[config.mk]
export PLATFORM = sky130hd
export DESIGN_NAME = clock_set_frame_parser
export DESIGN_NICKNAME = d
export VERILOG_FILES = /design/src/design/cspf_pkg.sv /design/src/design/cspf_pair_decode.sv /design/src/design/cspf_frame_core.sv /design/src/design/clock_set_frame_parser.sv
export SDC_FILE = /design/constraint.sdc
export NUM_CORES = 1
export LEC_CHECK = 0
export BUFFER_PORTS_ARGS = -buffer_cell sky130_fd_sc_hd__buf_4
export CELL_PAD_IN_SITES_DETAIL_PLACEMENT = 0
export CELL_PAD_IN_SITES_GLOBAL_PLACEMENT = 1
export CORE_MARGIN = 3
export CORE_UTILIZATION = 27
export CTS_CLUSTER_SIZE = 24
export DETAILED_ROUTE_END_ITERATION = 10
export GPL_ROUTABILITY_DRIVEN = 1
export PLACE_DENSITY_LB_ADDON = 0.1
export SYNTH_ARGS = -nofsm -noshare
export SYNTH_HDL_FRONTEND = slang
export SYNTH_SLANG_ARGS = --single-unit
export TNS_END_PERCENT = 30
[constraint.sdc]
create_clock -name aclk -period 6.67 [get_ports aclk]
set_input_delay 0.3335 -clock aclk [delete_from_list [all_inputs] [get_ports aclk]]
set_output_delay 0.3335 -clock aclk [all_outputs]
set_load 0.03 [all_outputs]
[src/design/cspf_pkg.sv]
// Package: shared types and constants for the clock set frame parser.
`timescale 1ns / 1ps

package cspf_pkg;

    localparam int FRAME_LEN = 12;
    localparam int POS_CLOSE = 11;
    localparam int POS_SEL   = 1;
    localparam int POS_HOURS = 3;
    localparam int POS_MINS  = 6;
    localparam int POS_SECS  = 9;
    localparam int FILL_W    = 4;

    localparam logic [7:0] CH_OPEN  = 8'h5B;
    localparam logic [7:0] CH_CLOSE = 8'h5D;
    localparam logic [7:0] CH_TIME  = 8'h73;
    localparam logic [7:0] CH_ALARM = 8'h61;
    localparam logic [7:0] CH_ZERO  = 8'h30;

    localparam int MAX_HOURS  = 23;
    localparam int MAX_MINSEC = 59;

    localparam logic KIND_BYTE = 1'b0;
    localparam logic KIND_IDLE = 1'b1;

    localparam logic [1:0] REPLY_NONE  = 2'd0;
    localparam logic [1:0] REPLY_ERROR = 2'd1;
    localparam logic [1:0] REPLY_OK    = 2'd2;

    typedef struct packed {
        logic       kind;
        logic [7:0] rx_byte;
    } cspf_in_t;

    typedef struct packed {
        logic [1:0] reply;
        logic       set_time;
        logic       set_alarm;
        logic [4:0] hours;
        logic [5:0] minutes;
        logic [5:0] seconds;
    } cspf_out_t;

endpackage

[src/design/cspf_pair_decode.sv]
// Two-digit ASCII pair to value with range check.
`timescale 1ns / 1ps

module cspf_pair_decode #(
    parameter int MAX_VALUE = cspf_pkg::MAX_MINSEC
) (
    input  logic [7:0] tens,
    input  logic [7:0] units,
    output logic [5:0] value,
    output logic       in_range
);
    import cspf_pkg::*;

    logic signed [12:0] tens_s;
    logic signed [12:0] units_s;
    logic signed [12:0] sum_s;

    always_comb begin
        tens_s   = $signed({5'b0, tens}) - 13'sd48;
        units_s  = $signed({5'b0, units}) - 13'sd48;
        sum_s    = (tens_s <<< 3) + (tens_s <<< 1) + units_s;
        in_range = (sum_s >= 13'sd0) && (sum_s <= 13'(MAX_VALUE));
        value    = sum_s[5:0];
    end

endmodule

[src/design/cspf_frame_core.sv]
// Frame store, fill position and per-event result logic.
`timescale 1ns / 1ps

module cspf_frame_core (
    input  logic                aclk,
    input  logic                aresetn,
    input  logic                step_en,
    input  cspf_pkg::cspf_in_t  item,
    output cspf_pkg::cspf_out_t result
);
    import cspf_pkg::*;

    logic [FILL_W-1:0] fill_reg;
    logic [FILL_W-1:0] fill_next;
    logic [7:0]        frame_reg [1:POS_CLOSE];
    logic              store_en;
    logic              close_fix;

    logic [5:0] hours_val;
    logic [5:0] mins_val;
    logic [5:0] secs_val;
    logic       hours_ok;
    logic       mins_ok;
    logic       secs_ok;
    logic       sel_time;
    logic       sel_alarm;

    cspf_pair_decode #(.MAX_VALUE(MAX_HOURS)) u_hours (
        .tens     (frame_reg[POS_HOURS]),
        .units    (frame_reg[POS_HOURS+1]),
        .value    (hours_val),
        .in_range (hours_ok)
    );

    cspf_pair_decode #(.MAX_VALUE(MAX_MINSEC)) u_mins (
        .tens     (frame_reg[POS_MINS]),
        .units    (frame_reg[POS_MINS+1]),
        .value    (mins_val),
        .in_range (mins_ok)
    );

    cspf_pair_decode #(.MAX_VALUE(MAX_MINSEC)) u_secs (
        .tens     (frame_reg[POS_SECS]),
        .units    (frame_reg[POS_SECS+1]),
        .value    (secs_val),
        .in_range (secs_ok)
    );

    assign sel_time  = (frame_reg[POS_SEL] == CH_TIME);
    assign sel_alarm = (frame_reg[POS_SEL] == CH_ALARM);

    always_comb begin
        fill_next = fill_reg;
        store_en  = 1'b0;
        close_fix = 1'b0;
        result    = '0;
        result.reply = REPLY_NONE;
        if (item.kind == KIND_BYTE) begin
            if (fill_reg != '0) begin
                store_en = 1'b1;
                if (fill_reg == FILL_W'(FRAME_LEN)) begin
                    fill_next    = '0;
                    result.reply = REPLY_ERROR;
                end else begin
                    fill_next = fill_reg + FILL_W'(1);
                end
            end else if (item.rx_byte == CH_OPEN) begin
                fill_next = FILL_W'(1);
            end
        end else begin
            fill_next = '0;
            if (frame_reg[POS_CLOSE] != CH_CLOSE) begin
                result.reply = REPLY_ERROR;
            end else begin
                close_fix = 1'b1;
                if (!(sel_time || sel_alarm) || !(hours_ok && mins_ok && secs_ok)) begin
                    result.reply = REPLY_ERROR;
                end else begin
                    result.reply     = REPLY_OK;
                    result.set_time  = sel_time;
                    result.set_alarm = sel_alarm;
                    result.hours     = hours_val[4:0];
                    result.minutes   = mins_val;
                    result.seconds   = secs_val;
                end
            end
        end
    end

    always_ff @(posedge aclk) begin
        if (!aresetn) begin
            fill_reg <= '0;
            for (int i = 1; i <= POS_CLOSE; i++) begin
                frame_reg[i] <= '0;
            end
        end else if (step_en) begin
            fill_reg <= fill_next;
            for (int i = 1; i <= POS_CLOSE; i++) begin
                if (store_en && fill_reg == FILL_W'(i)) begin
                    frame_reg[i] <= item.rx_byte;
                end
            end
            if (close_fix) begin
                frame_reg[POS_CLOSE] <= CH_ZERO;
            end
        end
    end

endmodule

[src/design/clock_set_frame_parser.sv]
// Top level: input register, frame core and result register.
// An input goes through the input register, then the result register, to m_.
// Throughput: one input transfer per cycle unless m_ready stalls; one result per input event.
// Rate set by the single pass from the input register through the frame core.
// Reset (aresetn low, synchronous): both stages empty, no frame open, store zeroed.
`timescale 1ns / 1ps

module clock_set_frame_parser (
    input  logic                aclk,
    input  logic                aresetn,
    input  logic                s_valid,
    output logic                s_ready,
    input  cspf_pkg::cspf_in_t  s_data,
    output logic                m_valid,
    input  logic                m_ready,
    output cspf_pkg::cspf_out_t m_data
);
    import cspf_pkg::*;

    logic      in_valid_reg;
    cspf_in_t  in_data_reg;
    logic      out_valid_reg;
    cspf_out_t out_data_reg;
    cspf_out_t core_result;
    logic      advance;
    logic      step_en;

    assign advance = !out_valid_reg || m_ready;
    assign step_en = in_valid_reg && advance;
    assign s_ready = !in_valid_reg || advance;
    assign m_valid = out_valid_reg;
    assign m_data  = out_data_reg;

    cspf_frame_core u_core (
        .aclk    (aclk),
        .aresetn (aresetn),
        .step_en (step_en),
        .item    (in_data_reg),
        .result  (core_result)
    );

    always_ff @(posedge aclk) begin
        if (!aresetn) begin
            in_valid_reg  <= 1'b0;
            out_valid_reg <= 1'b0;
        end else begin
            if (s_ready) begin
                in_valid_reg <= s_valid;
            end
            if (advance) begin
                out_valid_reg <= in_valid_reg;
            end
        end
    end

    always_ff @(posedge aclk) begin
        if (s_valid && s_ready) begin
            in_data_reg <= s_data;
        end
        if (step_en) begin
            out_data_reg <= core_result;
        end
    end

endmodule
# Word-level counts from Yosys, hierarchy flattened
# Memories as Yosys holds them, arrays and structs flattened.
# Index checks and enable logic that the tools add are counted.
dict set report word_totals {
  mem_bits_rw 88
  regBits 36
  memories 1
  wordCells 164
}
# memory depth width read_ports rd_clocked_by_memory_dff wr line
set mem_list {}
lappend mem_list {u_core.frame_reg 11 8 8 0 11 cspf_frame_core.sv:15} ;# logic [7:0] frame_reg [1:POS_CLOSE];
dict set report op_classes {
  order_cmp 6
  eq_ne 16
  muxes 74
  bitwise 13
  reduce_logical 30
  n_addsub 13
}
# cell n
set op_table {}
lappend op_table {{8-bit two-way mux} 12}
lappend op_table {{1-bit two-way mux} 54}
lappend op_table {{8-bit by 6-bit subtractor with 9-bit output (second input constant)} 6}
lappend op_table {{13-bit adder} 3}
lappend op_table {{13-bit by 9-bit adder with 13-bit output} 3}
lappend op_table {{13-bit by 1-bit greater-or-equal comparator with 1-bit output (second input constant)} 3}
lappend op_table {{13-bit by 7-bit less-or-equal comparator with 1-bit output (second input constant)} 2}
lappend op_table {{8-bit by 7-bit equality test with 1-bit output (second input constant)} 3}
lappend op_table {{4-bit equality test (second input constant)} 5}
lappend op_table {{1-bit logical AND} 18}
lappend op_table {{4-bit by 3-bit equality test with 1-bit output (second input constant)} 4}
lappend op_table {{4-bit two-way mux} 4}
lappend op_table {{13-bit by 6-bit less-or-equal comparator with 1-bit output (second input constant)} 1}
lappend op_table {{1-bit OR} 12}
lappend op_table {{4-bit by 2-bit equality test with 1-bit output (second input constant)} 2}
lappend op_table {{2-bit two-way mux} 4}
lappend op_table {{8-bit by 7-bit != test with 1-bit output (second input constant)} 1}
lappend op_table {{4-bit by 1-bit adder with 4-bit output (second input constant)} 1}
lappend op_table {{4-bit by 1-bit equality test with 1-bit output (second input constant)} 1}
lappend op_table {{1-bit zero test} 4}
lappend op_table {{1-bit logical OR} 4}
lappend op_table {{4-bit nonzero test} 1}
lappend op_table {{3-bit nonzero test} 1}
lappend op_table {{3-bit OR reduction} 1}
lappend op_table {{2 further kinds} 2}

# Longest topological paths before layout
# An unclocked memory read counts as a cell.
dict set report depth {
  depth_word 13
  ltp_mapped 16
  ltp_nobuf 14
}

# Cells and area by module
# From an unflattened synthesis, not the netlist that was laid out.
dict set report hier_totals {
  hier_cells 581
  area_unflattened_um2 6670.1
}
# mod cells_each area_each_um2 instances
set modules_own_cells {}
lappend modules_own_cells {cspf_frame_core 234 3072.9 1}
lappend modules_own_cells {clock_set_frame_parser 39 1004.7 1}
lappend modules_own_cells {{cspf_pair_decode (u_core.u_mins)} 105 912.1 1}
lappend modules_own_cells {{cspf_pair_decode (u_core.u_secs)} 111 873.3 1}
lappend modules_own_cells {{cspf_pair_decode (u_core.u_hours)} 92 807.0 1}

# Worst setup path before layout
# Ideal clock, no wire load.
dict set report synth_timing {
  path_kind {register to register}
  start {memory u_core.frame_reg[7][4]}
  end {register out_data_reg (netlist bit m_data[5]), data pin}
  t_required_ns 6.521
  arrival_ns 3.690
  path_buffers 2
  path_stages_with_launch 16
  slack_ns 2.830
  setup_ns 0.149
  cell_sequence {edfxtp_1 > ha_1 > or3_1 > inv_1 > fa_1 > ha_1 > buf_2 > inv_1 > a221o_1 > a2111oi_0 > and4_1 > nand3_1 > a2111oi_2 > nand4_1 > buf_2 > nor3b_2}
}
# element line
set synth_lines {}
lappend synth_lines {{start, declared} cspf_frame_core.sv:15}
lappend synth_lines {{end signal, assigned} clock_set_frame_parser.sv:61} ;# out_data_reg <= core_result;
lappend synth_lines {{end, declared} clock_set_frame_parser.sv:23} ;# cspf_out_t out_data_reg;

==> impl_metrics.py <==
metrics = {
    "outcome": {
        "status": "finished, final reports clean",
    },
    "final_layout": {
        "finalNetCount": 706,
        "drive_gt1_share_pct": 11.5,
        "antenna_cells": 0,
        "fill_cells": 2370,
        "largest_reg_flops": 64,
        "finalCoreUtilization_pct": 32.1,
        "area_delta_synth_final_pct": 15.3,
        "final_cells": 938,
    },
    "power": {
        "total_power_mw": 1.63,
        "clockPowerShare_pct": 32.0,
        "p_int_mw": 1.12,
        "power.leakage_nw": 2.97,
        "powerDensity_nw_per_um2": 222,
        "seqPwrFrac_pct": 44.8,
        "p_comb_share_pct": 23.2,
        "peakVddDrop_v": 0.000104,
        "switching_share_pct": 31.1,
        "power.switching_uw": 507,
    },
    "setup_path": {
        "worstSetupEndpointType": "register",
        "crit_fanout": 21,
        "critPathTopFamily": "simple AND/OR/NAND/NOR gates",
        "path_buf_inv": 3,
        "worstPathRequired_ps": 6780,
        "critical_path.cell_chain": "ha_1, nor3_1, inv_1, fa_1, inv_1, ha_1, a21oi_1, nor2_1, a2111oi_0, and4_1, nand3_1, a2111oi_2, nand4_1, buf_4, nor2b_1",
        "crit_type": "register to register",
        "critPathArrivalTime_ps": 4490,
        "cp.depth": 15,
        "cpPeakStageDelay_ps": 540,
        "cp-start-kind": "register",
        "worstRegToRegCells": 15,
        "crit_slowest_cell": "nor3_1",
    },
    "synthesis": {
        "syn_area_per_cell_um2": 11.1,
        "yosysTopAreaCell": "edfxtp_1",
        "ys.flop_type": "edfxtp_1",
        "synth_area_um2": 6370,
        "ys_seq_area_share_pct": 46.2,
        "synth_top_area_share_pct": 44.3,
        "synth.area.top_cells": "edfxtp_1 (44%), ha_1 (9.0%), fa_1 (8.5%)",
        "synthCells": 574,
        "synth-edff-count": 94,
        "synth.net_count": 660,
        "yosys_register_bits": 100,
        "ys_types": 58,
        "synth-async-reset-ratio_pct": 0,
        "ys.warnings.count": 0,
    },
    "timing": {
        "period_share_pct": 65.6,
        "rsz0062_at_grt": "false",
        "tns_ps": 0,
        "skew_ps": 12.7,
        "max_slew_margin_pct": 21.4,
        "hold_viol_final": 0,
        "slew_violations": 0,
        "setup_viol": 0,
        "worst_pin_slew_ps": 1170,
        "max_freq_ghz": 0.228,
        "finalCriticalPeriod_ps": 4380,
        "hold_slack_ps": 149,
    },
    "placement": {
        "dp_hpwl_um": 11800,
        "dp_cells": 922,
        "gp_congestion": 0.794,
        "io_buffers": 35,
    },
    "run": {
        "max_cap_viol_count": 0,
    },
    "clock_tree": {
        "cts.sinks": 100,
        "cts_resized": 0,
        "cts_setup_buffers": 0,
        "cts-root-buf": "clkbuf_16",
        "cts_made_buffers": 9,
        "worstSkewPairLatency_ps": 360,
        "cts_tree": "done",
        "clk_path_buf_depth": 2,
        "cts_hold_buf": 0,
        "cts_htree_levels": 3,
        "clk_pin_slew_ps": 80,
    },
    "grt": {
        "grt_pass1_wl_um": 24300,
        "grt_max_degree": 25,
        "gr-total-overflow": 0,
        "grt_use_total_pct": 12.3,
        "grt_pass1_vias": 4271,
        "antenna_found_initial": 0,
    },
    "detailed_routing": {
        "dr_wl_met3_um": 398,
        "wl_met1_um": 7540,
        "detailroute.wirelength.met2_um": 7170,
        "drc": 0,
        "avgViaCountPerCell": 4.53,
        "routed-via-count": 4245,
        "dr.max_layer_used": "met4",
        "dr.pass1.iters": 4,
        "drt-wirelength-per-cell_um": 16.4,
        "wl_um": 15400,
        "drt_iter0_drc": 251,
        "postRouteAntennaNets": 0,
    },
    "floorplanning": {
        "die_x_um": 160,
        "initial_core_util_pct": 27.8,
        "die_h_um": 160,
        "num_rows": 55,
        "io_pins": 36,
        "dieArea_um2": 25500,
        "core-area_um2": 22900,
    },
    "min_path": {
        "hold_class": "input pin to register",
        "hold_depth": 1,
    },
}
==> synthesized netlist by cell type (all sizes together) (2+ instances only) <==
cell type / count
nor3b: 2
nor2: 45
a21o: 9
edfxtp: 94
o21ai: 18
inv: 65
a311oi: 2
or2: 5
a21oi: 25
nand3: 6
buf: 4
a211oi: 2
nor2b: 9
nand2b: 7
o31a: 2
a31oi: 6
o31ai: 5
a211o: 2
and3: 3
and2: 65
nor4: 5
ha: 46
o21bai: 4
o22ai: 3
or3: 6
nand2: 22
o21a: 2
fa: 27
xor2: 14
a221oi: 2
nand4: 3
nor4bb: 2
a2111oi: 4
xnor2: 15
or4: 4
dfxtp: 6
clkbuf: 3
nand3b: 2
and4: 2
o211ai: 4
nor3: 10
==> per-stage QoR <==
stage / cell area (µm²) / setup slack (ps)
floorplan: 6370 / 2830
global placement: 7050 / 2390
CTS: 7350 / 2220
global route: 7350 / 1970
detailed placement: 7050 / 2240
finish: 7350 / 2290
==> cell families after synthesis <==
group | synth area share, %
compound gates | 10.0
fa+ha+maj | 17.5
mux | 0.157
xor+xnor | 3.98
flops | 46.2
simple gates | 17.9
buf+inv | 4.32
==> layer usage <==
layer | GRT usage (%) | up-vias
met2 | 19.8 | 69
met4 | 4.50 | 0
met5 | 0 | -
met1 | 16.9 | 2036
met3 | 1.74 | 22
li1 | - | 2118
==> power groups by stage <==
stage | registers (mW) | logic, mW | clock network, mW
floorplan | 0.742 | 0.268 | 0
global placement | 0.744 | 0.377 | 0
detailed placement | 0.744 | 0.379 | 0
CTS | 0.730 | 0.381 | 0.539
global route | 0.733 | 0.425 | 0.561
finish | 0.729 | 0.378 | 0.521
==> layout make-up <==
| class | instances | area [µm²] | area share [%] |
|---|---|---|---|
| flip-flops and latches | 100 | 2940 | 40.1 |
| well taps | 313 | 392 | 5.33 |
| multi-input cells | 402 | 3160 | 43.0 |
| repair buffers | 42 | 315 | 4.29 |
| inverters | 65 | 244 | 3.32 |
| clock inverters | 7 | 68.8 | 0.937 |
| clock buffers | 9 | 225 | 3.07 |
==> worst paths after layout <==
| path | start | to | slack, ps |
|---|---|---|---|
| worst min register to register | u_core.fill_reg[1] | u_core.fill_reg[1] | 510 |
| worst max-delay path | u_core.frame_reg[4][4] | m_data[19] | 2290 |
| worst min-delay path | s_data[3] | in_data_reg[3] | 150 |
| worst max register to register | u_core.frame_reg[4][4] | m_data[19] | 2290 |
==> cells in the final DEF (no fill, tap or decap), types with 3 or more instances in the layout <==
master     instances
nand2_1           22
nor3_1             9
and3_1             3
o22ai_1            3
clkbuf_16          9
fa_1              27
o31ai_1            5
a31oi_1            6
nand4_1            3
dfxtp_1            6
nor2_1            45
nor4_1             4
buf_4             42
o21ai_0           18
or2_2              5
edfxtp_1          94
o211ai_1           4
xnor2_1           15
or4_1              4
o21bai_1           4
inv_1             65
and2_1            65
or3_1              6
nand2b_1           7
a21oi_1           25
a21o_1             9
xor2_1            14
nor2b_1            8
nand3_1            6
ha_1              46
Power figures use the tool's default switching activity.
